**config.mk**
```make
export PLATFORM = sky130hd
export DESIGN_NAME = wind_direction_unwrap_averager_unit
export DESIGN_NICKNAME = d
export VERILOG_FILES = /design/src/hw/rtl/wdua_pkg.sv /design/src/hw/rtl/wdua_front.sv /design/src/hw/rtl/wdua_queue.sv /design/src/hw/rtl/wdua_back.sv /design/src/hw/rtl/wind_direction_unwrap_averager_unit.sv
export SDC_FILE = /design/constraint.sdc
export NUM_CORES = 1
export LEC_CHECK = 0
export BUFFER_PORTS_ARGS = -buffer_cell sky130_fd_sc_hd__buf_4
export CAP_MARGIN = 10
export CORE_UTILIZATION = 60
export DETAILED_ROUTE_END_ITERATION = 10
export PLACE_DENSITY = 0.85
export SLEW_MARGIN = 20
export SYNTH_ARGS = -nofsm -noshare
export SYNTH_HDL_FRONTEND = slang
export SYNTH_SLANG_ARGS = --single-unit
```
**constraint.sdc**
```tcl
create_clock -name clk_i -period 7.7 [get_ports clk_i]
set_input_delay 0.385 -clock clk_i [delete_from_list [all_inputs] [get_ports clk_i]]
set_output_delay 0.385 -clock clk_i [all_outputs]
set_load 0.02 [all_outputs]
```
**src/hw/rtl/wdua_pkg.sv**
```systemverilog
// ----------------------------------------------------------------------------
// wdua_pkg
// Types and constants shared by the wind direction averager modules.
// ----------------------------------------------------------------------------
package wdua_pkg;

  localparam int unsigned MaxSamples  = 128;
  localparam int unsigned DirW        = 8;
  localparam int unsigned CntW        = $clog2(MaxSamples + 1);
  localparam int unsigned SumW        = 24;
  localparam int unsigned LastW       = 18;
  localparam int unsigned DegW        = 9;
  localparam int unsigned DegPerTurn  = 360;
  localparam int unsigned ProdW       = DirW + DegW;
  localparam int unsigned QueueDepth  = 2;
  localparam int unsigned QueuePtrW   = $clog2(QueueDepth);
  localparam int unsigned QueueCntW   = $clog2(QueueDepth + 1);
  localparam int unsigned IterW       = $clog2(SumW);

  localparam logic [DirW-1:0] HalfTurn = DirW'(128);

  localparam logic ModeClear = 1'b0;
  localparam logic ModeAdd   = 1'b1;

  typedef struct packed {
    logic            mode;
    logic [DirW-1:0] direction;
  } in_item_t;

  typedef struct packed {
    logic            accepted;
    logic            average_valid;
    logic [DirW-1:0] average_position;
    logic [DegW-1:0] average_degrees;
  } out_item_t;

  typedef struct packed {
    logic            accepted;
    logic [CntW-1:0] count;
    logic [SumW-1:0] sum;
  } job_t;

endpackage

```
**src/hw/rtl/wdua_front.sv**
```systemverilog
// ----------------------------------------------------------------------------
// wdua_front
// Accepts items, unwraps samples and keeps count, sum and last value.
// ----------------------------------------------------------------------------
module wdua_front (
  input  logic              clk_i,
  input  logic              rst_ni,
  input  logic              push,
  output logic              full,
  input  wdua_pkg::in_item_t in_item_i,
  input  logic              queue_full_i,
  output logic              job_we_o,
  output wdua_pkg::job_t    job_o
);

  logic [wdua_pkg::CntW-1:0]  count_q, count_d;
  logic [wdua_pkg::SumW-1:0]  sum_q, sum_d;
  logic [wdua_pkg::LastW-1:0] last_q, last_d;
  logic [wdua_pkg::DirW-1:0]  diff;
  logic [wdua_pkg::LastW-1:0] last_step;
  logic                       take;
  logic                       acc;

  assign full = queue_full_i;
  assign take = push & ~queue_full_i;
  assign diff = in_item_i.direction - last_q[wdua_pkg::DirW-1:0];
  assign last_step = last_q + {{(wdua_pkg::LastW - wdua_pkg::DirW){diff[wdua_pkg::DirW-1]}},
                               diff};

  always_comb begin
    count_d = count_q;
    sum_d   = sum_q;
    last_d  = last_q;
    acc     = 1'b0;
    if (in_item_i.mode == wdua_pkg::ModeClear) begin
      count_d = '0;
      sum_d   = '0;
      last_d  = '0;
      acc     = 1'b1;
    end else if (count_q >= wdua_pkg::CntW'(wdua_pkg::MaxSamples)) begin
      acc = 1'b0;
    end else if (count_q == '0) begin
      count_d = wdua_pkg::CntW'(1);
      sum_d   = wdua_pkg::SumW'(in_item_i.direction);
      last_d  = wdua_pkg::LastW'(in_item_i.direction);
      acc     = 1'b1;
    end else if (diff != wdua_pkg::HalfTurn) begin
      last_d  = last_step;
      sum_d   = sum_q + {{(wdua_pkg::SumW - wdua_pkg::LastW){last_step[wdua_pkg::LastW-1]}},
                         last_step};
      count_d = count_q + wdua_pkg::CntW'(1);
      acc     = 1'b1;
    end
  end

  always_ff @(posedge clk_i or negedge rst_ni) begin
    if (!rst_ni) begin
      count_q <= '0;
      sum_q   <= '0;
      last_q  <= '0;
    end else if (take) begin
      count_q <= count_d;
      sum_q   <= sum_d;
      last_q  <= last_d;
    end
  end

  assign job_we_o       = take;
  assign job_o.accepted = acc;
  assign job_o.count    = count_d;
  assign job_o.sum      = sum_d;

endmodule

```
**src/hw/rtl/wdua_queue.sv**
```systemverilog
// ----------------------------------------------------------------------------
// wdua_queue
// Short queue of classified items between the front and the back.
// ----------------------------------------------------------------------------
module wdua_queue (
  input  logic           clk_i,
  input  logic           rst_ni,
  input  logic           we_i,
  input  wdua_pkg::job_t wdata_i,
  output logic           full_o,
  input  logic           re_i,
  output logic           empty_o,
  output wdua_pkg::job_t rdata_o
);

  wdua_pkg::job_t                  mem_q [wdua_pkg::QueueDepth];
  logic [wdua_pkg::QueuePtrW-1:0]  wr_ptr_q, rd_ptr_q;
  logic [wdua_pkg::QueueCntW-1:0]  cnt_q;
  logic                            do_wr, do_rd;

  assign full_o  = (cnt_q == wdua_pkg::QueueCntW'(wdua_pkg::QueueDepth));
  assign empty_o = (cnt_q == '0);
  assign do_wr   = we_i & ~full_o;
  assign do_rd   = re_i & ~empty_o;
  assign rdata_o = mem_q[rd_ptr_q];

  always_ff @(posedge clk_i) begin
    if (do_wr) begin
      mem_q[wr_ptr_q] <= wdata_i;
    end
  end

  always_ff @(posedge clk_i or negedge rst_ni) begin
    if (!rst_ni) begin
      wr_ptr_q <= '0;
      rd_ptr_q <= '0;
      cnt_q    <= '0;
    end else begin
      if (do_wr) begin
        wr_ptr_q <= (wr_ptr_q == wdua_pkg::QueuePtrW'(wdua_pkg::QueueDepth - 1)) ?
                    '0 : wr_ptr_q + wdua_pkg::QueuePtrW'(1);
      end
      if (do_rd) begin
        rd_ptr_q <= (rd_ptr_q == wdua_pkg::QueuePtrW'(wdua_pkg::QueueDepth - 1)) ?
                    '0 : rd_ptr_q + wdua_pkg::QueuePtrW'(1);
      end
      if (do_wr && !do_rd) begin
        cnt_q <= cnt_q + wdua_pkg::QueueCntW'(1);
      end else if (do_rd && !do_wr) begin
        cnt_q <= cnt_q - wdua_pkg::QueueCntW'(1);
      end
    end
  end

  a_cnt_bound: assert property (@(posedge clk_i) disable iff (!rst_ni)
    cnt_q <= wdua_pkg::QueueCntW'(wdua_pkg::QueueDepth))
    else $error("queue count beyond depth");

  a_cnt_up: assert property (@(posedge clk_i) disable iff (!rst_ni)
    (do_wr && !do_rd) |=> (cnt_q == $past(cnt_q) + wdua_pkg::QueueCntW'(1)))
    else $error("queue count did not grow on write");

  a_cnt_down: assert property (@(posedge clk_i) disable iff (!rst_ni)
    (do_rd && !do_wr) |=> (cnt_q == $past(cnt_q) - wdua_pkg::QueueCntW'(1)))
    else $error("queue count did not shrink on read");

endmodule

```
**src/hw/rtl/wdua_back.sv**
```systemverilog
// ----------------------------------------------------------------------------
// wdua_back
// Divides sum by count bit-serially and forms the result item.
// ----------------------------------------------------------------------------
module wdua_back (
  input  logic                      clk_i,
  input  logic                      rst_ni,
  input  logic                      cfg_valid_i,
  output logic                      cfg_ready_o,
  input  logic [wdua_pkg::DirW-1:0] cfg_data_i,
  input  logic                      queue_empty_i,
  input  wdua_pkg::job_t            job_i,
  output logic                      queue_re_o,
  output logic                      empty,
  input  logic                      pop,
  output wdua_pkg::out_item_t       out_item_o
);

  localparam logic [1:0] StIdle = 2'd0;
  localparam logic [1:0] StDiv  = 2'd1;
  localparam logic [1:0] StOut  = 2'd2;

  logic [1:0]                  state_q, state_d;
  logic [wdua_pkg::DirW-1:0]   north_q;
  logic [wdua_pkg::IterW-1:0]  iter_q;
  logic [wdua_pkg::SumW-1:0]   quo_q;
  logic [wdua_pkg::CntW-1:0]   rem_q;
  logic [wdua_pkg::CntW-1:0]   div_q;
  logic                        neg_q;
  logic                        acc_q;
  logic                        avg_valid_q;
  logic                        out_valid_q;
  wdua_pkg::out_item_t         out_q;

  logic [wdua_pkg::CntW:0]     rem_shift;
  logic                        ge;
  logic [wdua_pkg::CntW:0]     rem_sub;
  logic [wdua_pkg::DirW-1:0]   pos;
  logic [wdua_pkg::DirW-1:0]   rot;
  logic [wdua_pkg::ProdW-1:0]  prod;
  logic                        load_out;
  logic                        take;

  assign cfg_ready_o = 1'b1;

  always_ff @(posedge clk_i or negedge rst_ni) begin
    if (!rst_ni) begin
      north_q <= '0;
    end else if (cfg_valid_i) begin
      north_q <= cfg_data_i;
    end
  end

  assign rem_shift = {rem_q, quo_q[wdua_pkg::SumW-1]};
  assign ge        = (rem_shift >= {1'b0, div_q});
  assign rem_sub   = rem_shift - {1'b0, div_q};

  assign pos  = avg_valid_q ? (neg_q ? -quo_q[wdua_pkg::DirW-1:0] : quo_q[wdua_pkg::DirW-1:0])
                            : '0;
  assign rot  = north_q - pos;
  assign prod = {{wdua_pkg::DegW{1'b0}}, rot} * wdua_pkg::ProdW'(wdua_pkg::DegPerTurn);

  assign take       = (state_q == StIdle) && !queue_empty_i;
  assign queue_re_o = take;
  assign load_out   = (state_q == StOut) && (!out_valid_q || pop);

  always_comb begin
    state_d = state_q;
    case (state_q)
      StIdle: begin
        if (take) begin
          state_d = (job_i.count == '0) ? StOut : StDiv;
        end
      end
      StDiv: begin
        if (iter_q == wdua_pkg::IterW'(wdua_pkg::SumW - 1)) begin
          state_d = StOut;
        end
      end
      StOut: begin
        if (load_out) begin
          state_d = StIdle;
        end
      end
      default: state_d = StIdle;
    endcase
  end

  always_ff @(posedge clk_i or negedge rst_ni) begin
    if (!rst_ni) begin
      state_q     <= StIdle;
      out_valid_q <= 1'b0;
    end else begin
      state_q <= state_d;
      if (load_out) begin
        out_valid_q <= 1'b1;
      end else if (pop) begin
        out_valid_q <= 1'b0;
      end
    end
  end

  always_ff @(posedge clk_i) begin
    if (take) begin
      acc_q       <= job_i.accepted;
      avg_valid_q <= (job_i.count != '0);
      div_q       <= job_i.count;
      neg_q       <= job_i.sum[wdua_pkg::SumW-1];
      quo_q       <= job_i.sum[wdua_pkg::SumW-1] ? -job_i.sum : job_i.sum;
      rem_q       <= '0;
      iter_q      <= '0;
    end else if (state_q == StDiv) begin
      quo_q  <= {quo_q[wdua_pkg::SumW-2:0], ge};
      rem_q  <= ge ? rem_sub[wdua_pkg::CntW-1:0] : rem_shift[wdua_pkg::CntW-1:0];
      iter_q <= iter_q + wdua_pkg::IterW'(1);
    end
    if (load_out) begin
      out_q.accepted         <= acc_q;
      out_q.average_valid    <= avg_valid_q;
      out_q.average_position <= pos;
      out_q.average_degrees  <= avg_valid_q ?
                                prod[wdua_pkg::ProdW-1:wdua_pkg::DirW] : '0;
    end
  end

  assign empty      = ~out_valid_q;
  assign out_item_o = out_q;

  a_div_nonzero: assert property (@(posedge clk_i) disable iff (!rst_ni)
    (state_q == StDiv) |-> (div_q != '0))
    else $error("division started with a zero count");

  a_rem_bound: assert property (@(posedge clk_i) disable iff (!rst_ni)
    (state_q == StDiv) |-> (rem_q < div_q))
    else $error("partial remainder not below divisor");

  a_no_overwrite: assert property (@(posedge clk_i) disable iff (!rst_ni)
    (out_valid_q && !pop) |-> !load_out)
    else $error("result overwritten before it was taken");

  a_take_idle: assert property (@(posedge clk_i) disable iff (!rst_ni)
    take |=> (state_q == StDiv || state_q == StOut))
    else $error("queued item taken without starting work");

endmodule

```
**src/hw/rtl/wind_direction_unwrap_averager_unit.sv**
```systemverilog
// ----------------------------------------------------------------------------
// wind_direction_unwrap_averager_unit
// Averages wind vane directions with unwrapping across the 0/255 seam.
// ----------------------------------------------------------------------------
// Items are written like a queue: in_item_i is taken on a clock edge with
// push high and full low. Each item is a clear or a direction sample.
// Results are read like a queue: while empty is low, out_item_o carries the
// oldest result, and pop high on a clock edge takes it. Every item gives
// exactly one result, in order.
// The front updates count, sum and last unwrapped value in the cycle the
// item is taken and passes a snapshot through a two-entry queue. The back
// divides the sum by the count with a restoring divider, one quotient bit
// per cycle over the 24 divider steps; a clear skips the divider. The back
// takes a new item from the queue only after the result of the last one
// has been loaded into the output register.
// The north offset is written through cfg_valid_i and cfg_data_i, always
// ready, and must be written only while no item is in flight.
// Reset clears the state, the queue and the offset. When the receiver
// stalls, the result is held; the queue fills and full rises.
// ----------------------------------------------------------------------------
module wind_direction_unwrap_averager_unit (
  input  logic                      clk_i,
  input  logic                      rst_ni,
  input  logic                      push,
  output logic                      full,
  input  wdua_pkg::in_item_t        in_item_i,
  output logic                      empty,
  input  logic                      pop,
  output wdua_pkg::out_item_t       out_item_o,
  input  logic                      cfg_valid_i,
  output logic                      cfg_ready_o,
  input  logic [wdua_pkg::DirW-1:0] cfg_data_i
);

  wdua_pkg::job_t wjob;
  wdua_pkg::job_t rjob;
  logic           job_we;
  logic           queue_full;
  logic           queue_empty;
  logic           queue_re;

  wdua_front u_front (
    .clk_i        (clk_i),
    .rst_ni       (rst_ni),
    .push         (push),
    .full         (full),
    .in_item_i    (in_item_i),
    .queue_full_i (queue_full),
    .job_we_o     (job_we),
    .job_o        (wjob)
  );

  wdua_queue u_queue (
    .clk_i   (clk_i),
    .rst_ni  (rst_ni),
    .we_i    (job_we),
    .wdata_i (wjob),
    .full_o  (queue_full),
    .re_i    (queue_re),
    .empty_o (queue_empty),
    .rdata_o (rjob)
  );

  wdua_back u_back (
    .clk_i         (clk_i),
    .rst_ni        (rst_ni),
    .cfg_valid_i   (cfg_valid_i),
    .cfg_ready_o   (cfg_ready_o),
    .cfg_data_i    (cfg_data_i),
    .queue_empty_i (queue_empty),
    .job_i         (rjob),
    .queue_re_o    (queue_re),
    .empty         (empty),
    .pop           (pop),
    .out_item_o    (out_item_o)
  );

endmodule
```
==> Word-level counts from Yosys, hierarchy flattened <==
Memories as Yosys holds them, arrays and structs flattened.
Index checks and enable logic that the tools add are counted.
{ "word_totals": {"reg_bits": 132, "latch_bits": 0, "mem_bits_rw": 66, "mem_bits_ro": 0, "wordCells": 107, "n_memories": 1} }
{ "op_classes": {"n_addsub": 13, "mul": 1, "div_mod_pow": 0, "magnitude_cmp": 2, "eq_ne": 10, "shift": 0, "mux": 35, "bitwise_logic": 6, "n_reduce_logical": 19} }
{ "mem_list": {"columns": ["name", "words", "width", "rd", "rd_clocked_by_memory_dff", "write_ports", "line", "text"], "rows": [
  ["u_queue.mem_q", 2, 33, 1, 0, 1, "wdua_queue.sv:16", "wdua_pkg::job_t mem_q [wdua_pkg::QueueDepth];"]
]} }
{ "op_table": {"columns": ["operator", "count"], "rows": [
  ["$mux 24", 7],
  ["$mux 18", 4],
  ["$mux 8", 7],
  ["$add 24x24->24", 1],
  ["$neg 24->24", 1],
  ["$sub 8x8->8", 3],
  ["$add 18x18->18", 1],
  ["$logic_not 8->1", 2],
  ["$mul 8x6->14 const B", 1],
  ["$mux 2", 6],
  ["$mux 1", 10],
  ["$ge 9x8->1", 1],
  ["$add 8x1->8 const B", 1],
  ["$ge 8x8->1 const B", 1],
  ["$ne 8x8->1 const B", 1],
  ["$neg 8->8", 1],
  ["$reduce_bool 8->1", 1],
  ["$pmux 2 s3", 1],
  ["$reduce_and 3->1", 2],
  ["$reduce_bool 2->1", 3],
  ["$add 5x1->5 const B", 1],
  ["$eq 5x5->1 const B", 1],
  ["$eq 2x2->1 const B", 2],
  ["$logic_and 1x1->1", 4],
  ["12 further kinds", 23]
]} }

==> Logic depth before layout (Yosys ltp) <==
{ "depth": {"depth_word": 8, "mapped_depth": 27, "depth_no_buf": 27} }

==> Cells and area by module <==
A second synthesis with hierarchy kept.
{ "hier_totals": {"cells_unflattened": 1278, "area_unflattened_um2": 13261.5} }
{ "by_module_without_submodules": {"columns": ["module", "n_inst", "cells_each", "area_each_um2"], "rows": [
  ["wdua_back", 1, 534, 5295.1],
  ["wdua_front", 1, 622, 5236.3],
  ["wdua_queue", 1, 122, 2730.1]
]} }

==> Worst setup path before layout <==
OpenSTA, ideal clock, no wires.
{ "synth_path": {"kind": "register to register", "start": "register u_front.last_q[1] in the netlist's numbering", "end": "register u_front.sum_q[23] in the netlist's numbering", "setup_ns": 0.069, "arrival_time_ns": 5.389, "setup_slack_ns": 2.242, "path_stages_with_launch": 27, "path_buffers": 0, "period_less_slack_ns": 5.458, "cell_sequence": "dfrtp_1 > inv_1 > ha_1 > nor2b_1 > o21ai_2 > o22ai_1 > o41ai_4 > xor2_2 > ha_1 > nand2_1 > nor2_1 > a211oi_1 > o31ai_2 > a21o_1 > a21o_1 > a21oi_1 > xnor2_1 > ha_1 > and4_1 > nand4_1 > or3_1 > nand3_1 > o211ai_1 > o21ai_1 > xnor2_1 > or4_1 > nand3_1"} }
{ "synth_via": {"elab_chain_cells": 7, "word_cells_on_any_way": 8} }
{ "synth_rtl": {"columns": ["item", "line", "text"], "rows": [
  ["start, declared", "wdua_front.sv:18", "logic [wdua_pkg::LastW-1:0] last_q, last_d;"],
  ["start signal, assigned", "wdua_front.sv:64", "last_q <= last_d;"],
  ["$sub 8x8->8", "wdua_front.sv:26", "assign diff = in_item_i.direction - last_q[wdua_pkg::DirW-1:0];"],
  ["$add 18x18->18", "wdua_front.sv:27", "assign last_step = last_q + {{(wdua_pkg::LastW - wdua_pkg::DirW){diff[wdua_pkg::DirW-1]}},"],
  ["$add 24x24->24", "wdua_front.sv:49", "sum_d = sum_q + {{(wdua_pkg::SumW - wdua_pkg::LastW){last_step[wdua_pkg::LastW-1]}},"],
  ["$mux 24 (*)", "wdua_front.sv:47", "end else if (diff != wdua_pkg::HalfTurn) begin"],
  ["$mux 24 (*)", "wdua_front.sv:42", "end else if (count_q == '0) begin"],
  ["$mux 24 (*)", "wdua_front.sv:40", "end else if (count_q >= wdua_pkg::CntW'(wdua_pkg::MaxSamples)) begin"],
  ["$mux 24 (*)", "wdua_front.sv:35", "if (in_item_i.mode == wdua_pkg::ModeClear) begin"],
  ["end signal, assigned", "wdua_front.sv:63", "sum_q <= sum_d;"],
  ["end, declared", "wdua_front.sv:17", "logic [wdua_pkg::SumW-1:0] sum_q, sum_d;"]
]} }
Every way passes the cells marked *; elsewhere a longest branch is shown, timed or not.
A chain may end at the register's enable or synchronous reset.

==> Worst setup path in the final report <==
Ends and elaborated chain as after synthesis.

==> impl_results.md <==
- I/O pins: 44
- Cell variety after synth: 76
- Maximum fanout along the worst path: 18
- Synth Flop Type: edfxtp_1
- Yosys reg bits: approximately 200
- Cts bufs inserted: 17
- Fraction of layout cells with a size suffix above 1: 9.10%
- Worst Setup Slack, final: around 1.6 ns
- Max stage delay cell, worst path: xor2_2
- Initial antenna violation count: 0
- Top cell by count, worst path: ha_1
- Outcome: finished clean
- YS warnings: 0
- Die height: about 150 µm
- Largest stage delay, worst path: just over 0.7 ns
- Crit path required time: around 8 ns
- Syn avg cell area: 10.1 µm²
- Clock sink total: a little under 200
- Detailed Routing Iterations Pass 1: 5
- First-pass GRT wire length: 44900 µm
- CP endpoint kind: flop
- Adder-Cell Fraction of Synth Area: 11.8%
- Main combinational cell family by area after synthesis: compound AO/OA/AOI/OAI gates
- Max H-tree Level: 4
- Mapped Cells: ~1300
- CTS tree: done
- Synth Area in Simple Gates: between 10 and 15%
- Most common cell after layout, fill and taps aside: nand2_1
- Clk slew on worst S/H paths: roughly 0.080 ns
- Final setup viols: 0
- Family with the most delay on the worst path: compound AO/OA/AOI/OAI gates
- Skew-Pair Late Insertion Delay: between 0.4 and 0.5 ns
- Max-slew violation count: 0
- RSZ-0062 raised after global routing: no
- Hold Path Class: in2async
- Root buffer cell: clkbuf_16
- Worst Tran Pin Value: ~0.93 ns
- Number of diodes: 0
- Worst Path Class, Setup: reg2reg
- Area Overhead vs Synth: 8.79%
- Asr flop ratio synth: around 33%
- Synth Cell Area: about 0.013 mm²
- Die W: approximately 150 µm
- Global Route Usage Sum: between 20% and 30%
- Final period util: between 70% and 80%
- Placement Setup Slack: around 1.6 ns
- Clock Tree Buf Depth: 2
- Setup TNS: 0 ns
- Min cycle time layout: about 6 ns
- Mux cell area share after synthesis: roughly 4.0%
- Die area: between 0.02 and 0.025 mm²
- Fillers: between 1500 and 2000
- Most frequent cells in the layout: nand2_1, edfxtp_1, o21ai_0, ha_1, inv_1
- Hold slack: 0.0844 ns
- Core Rows: 52
- Hold bufs inserted after CTS: 0
- Gp weighted congestion: 0.918
- Core area: 0.0206 mm²
- Dpl hpwl: roughly 19000 µm
- Sequential-to-total area share from yosys stat: between 40% and 50%
- Arrival time at the worst endpoint: ~6.5 ns
- Layout Nets: 1427
- Largest net degree at the start of global routing: between 60 and 70
- DRC: 0
- Critical Path Start Type: flop
- Fmax achieved: between 0.15 and 0.2 GHz
- CP Buf/Inv Count: 1
- Post-DRT Antenna Nets: 0
- Vias in the first global route: about 9400
- IO buf count: 42
- Max Clock Skew: about 0.01 ns
- Slew HR: between 30% and 40%
- Max-Cap Viols: 0
- Initial Util: between 60 and 70%
- Post-synth EDFFs: 120
- Synthesized Nets: 1401
- Compound-Gate Fraction of Synth Area: around 16%
- Area of the multi-input gates: between 0.006 and 0.007 mm²
- WL/cell: 17.2 µm
- Setup bufs post-CTS: 0
- Reg area: approximately 0.0055 mm²
- GRT overflow: 0
- Post-CTS sizing: 0
- Via count: approximately 9500
- Drt total wl: roughly 27000 µm
- Final hold violations: 0
- Post-Synth XOR/XNOR Area: 6.78%
- Initial DRC Count: just under 700
- Vias per cell: 6.01
stage by stage:
stage	instance area (µm²)	utilization, %	std cells
final	13900	67.5	1577
after global routing	13900	67.5	1577
after CTS	13900	67.5	1577
after detailed placement	13300	64.5	1545
after global placement	13300	64.5	1545
after floorplan	12800	-	1268
cells by family after synthesis:
| group | count (synthesis) |
|---|---|
| AND/OR/NAND/NOR | 366 |
| other | 1 |
| AO/OA/AOI/OAI | 316 |
| multiplexers | 48 |
| adder cells (fa/ha/maj) | 111 |
| buffers and inverters | 131 |
| XOR/XNOR | 97 |
| flip-flops | 198 |
layout make-up:
type / instances / area share [%]
Multi-Input combinational cell: 939 / 48.4
Sequential cell: 198 / 39.6
Clock buffer: 18 / 3.09
Timing Repair Buffer: 50 / 2.71
Tap cell: 270 / 2.44
Inverter: 88 / 2.38
Clock inverter: 14 / 1.37
worst paths after layout:
| kind | start | depth (start not counted) | slack, ns | to |
|---|---|---|---|---|
| max | u_front.last_q[1]$_DFFE_PN0P_ | 26 | 1.55 | u_front.sum_q[23]$_DFFE_PN0P_ |
| min | rst_ni | 1 | 0.08 | u_front.last_q[3]$_DFFE_PN0P_ |
| max reg2reg | u_front.last_q[1]$_DFFE_PN0P_ | 26 | 1.55 | u_front.sum_q[23]$_DFFE_PN0P_ |
| min reg2reg | u_back.acc_q$_DFFE_PP_ | 0 | 0.43 | u_back.out_item_o[18]$_DFFE_PP_ |
| max in group asynchronous | rst_ni | 1 | 6.91 | u_queue.rd_ptr_q$_DFFE_PN0P_ |
| min in group clk_i | cfg_data_i[0] | 3 | 0.17 | u_back.north_q[0]$_DFFE_PN0P_ |
layer usage:
metal	wire length, µm	vias to the layer above	GRT usage, %
met5	0	-	0
met2	13300	295	44.6
li1	-	4577	-
met3	1330	68	4.78
met1	11600	4537	31.6
met4	906	0	11.9
flip-flops by register name (all words and copies together) (netlist names), 18 cells and up:
signal / flops
u_queue.mem_q: 66
u_back.quo_q: 24
u_front.sum_q: 24
u_back.out_item_o: 19
u_front.last_q: 18
Yosys cell counts (all sizes together), types with 9 or more instances:
library cell / number / area [µm²]
a21boi: 9 / 67.6
nor2b: 23 / 144
xor2: 41 / 367
o21ai: 112 / 564
nor2: 60 / 233
a21o: 28 / 210
mux2: 20 / 225
nor3: 16 / 80.1
a22o: 21 / 184
o21a: 9 / 67.6
ha: 96 / 1200
nand4: 10 / 62.6
clkbuf: 25 / 93.8
dfxtp: 13 / 260
fa: 15 / 300
edfxtp: 120 / 3600
a21oi: 63 / 323
nand3: 22 / 110
inv: 87 / 327
xnor2: 56 / 498
dfrtp: 65 / 1630
mux2i: 28 / 280
and3: 11 / 68.8
and2: 25 / 156
nand2: 142 / 533
buf: 18 / 124
nand2b: 22 / 138
o31ai: 14 / 115
Power is not shown: default switching activity piles up to over one toggle a cycle in this logic, so the estimate is an artifact.
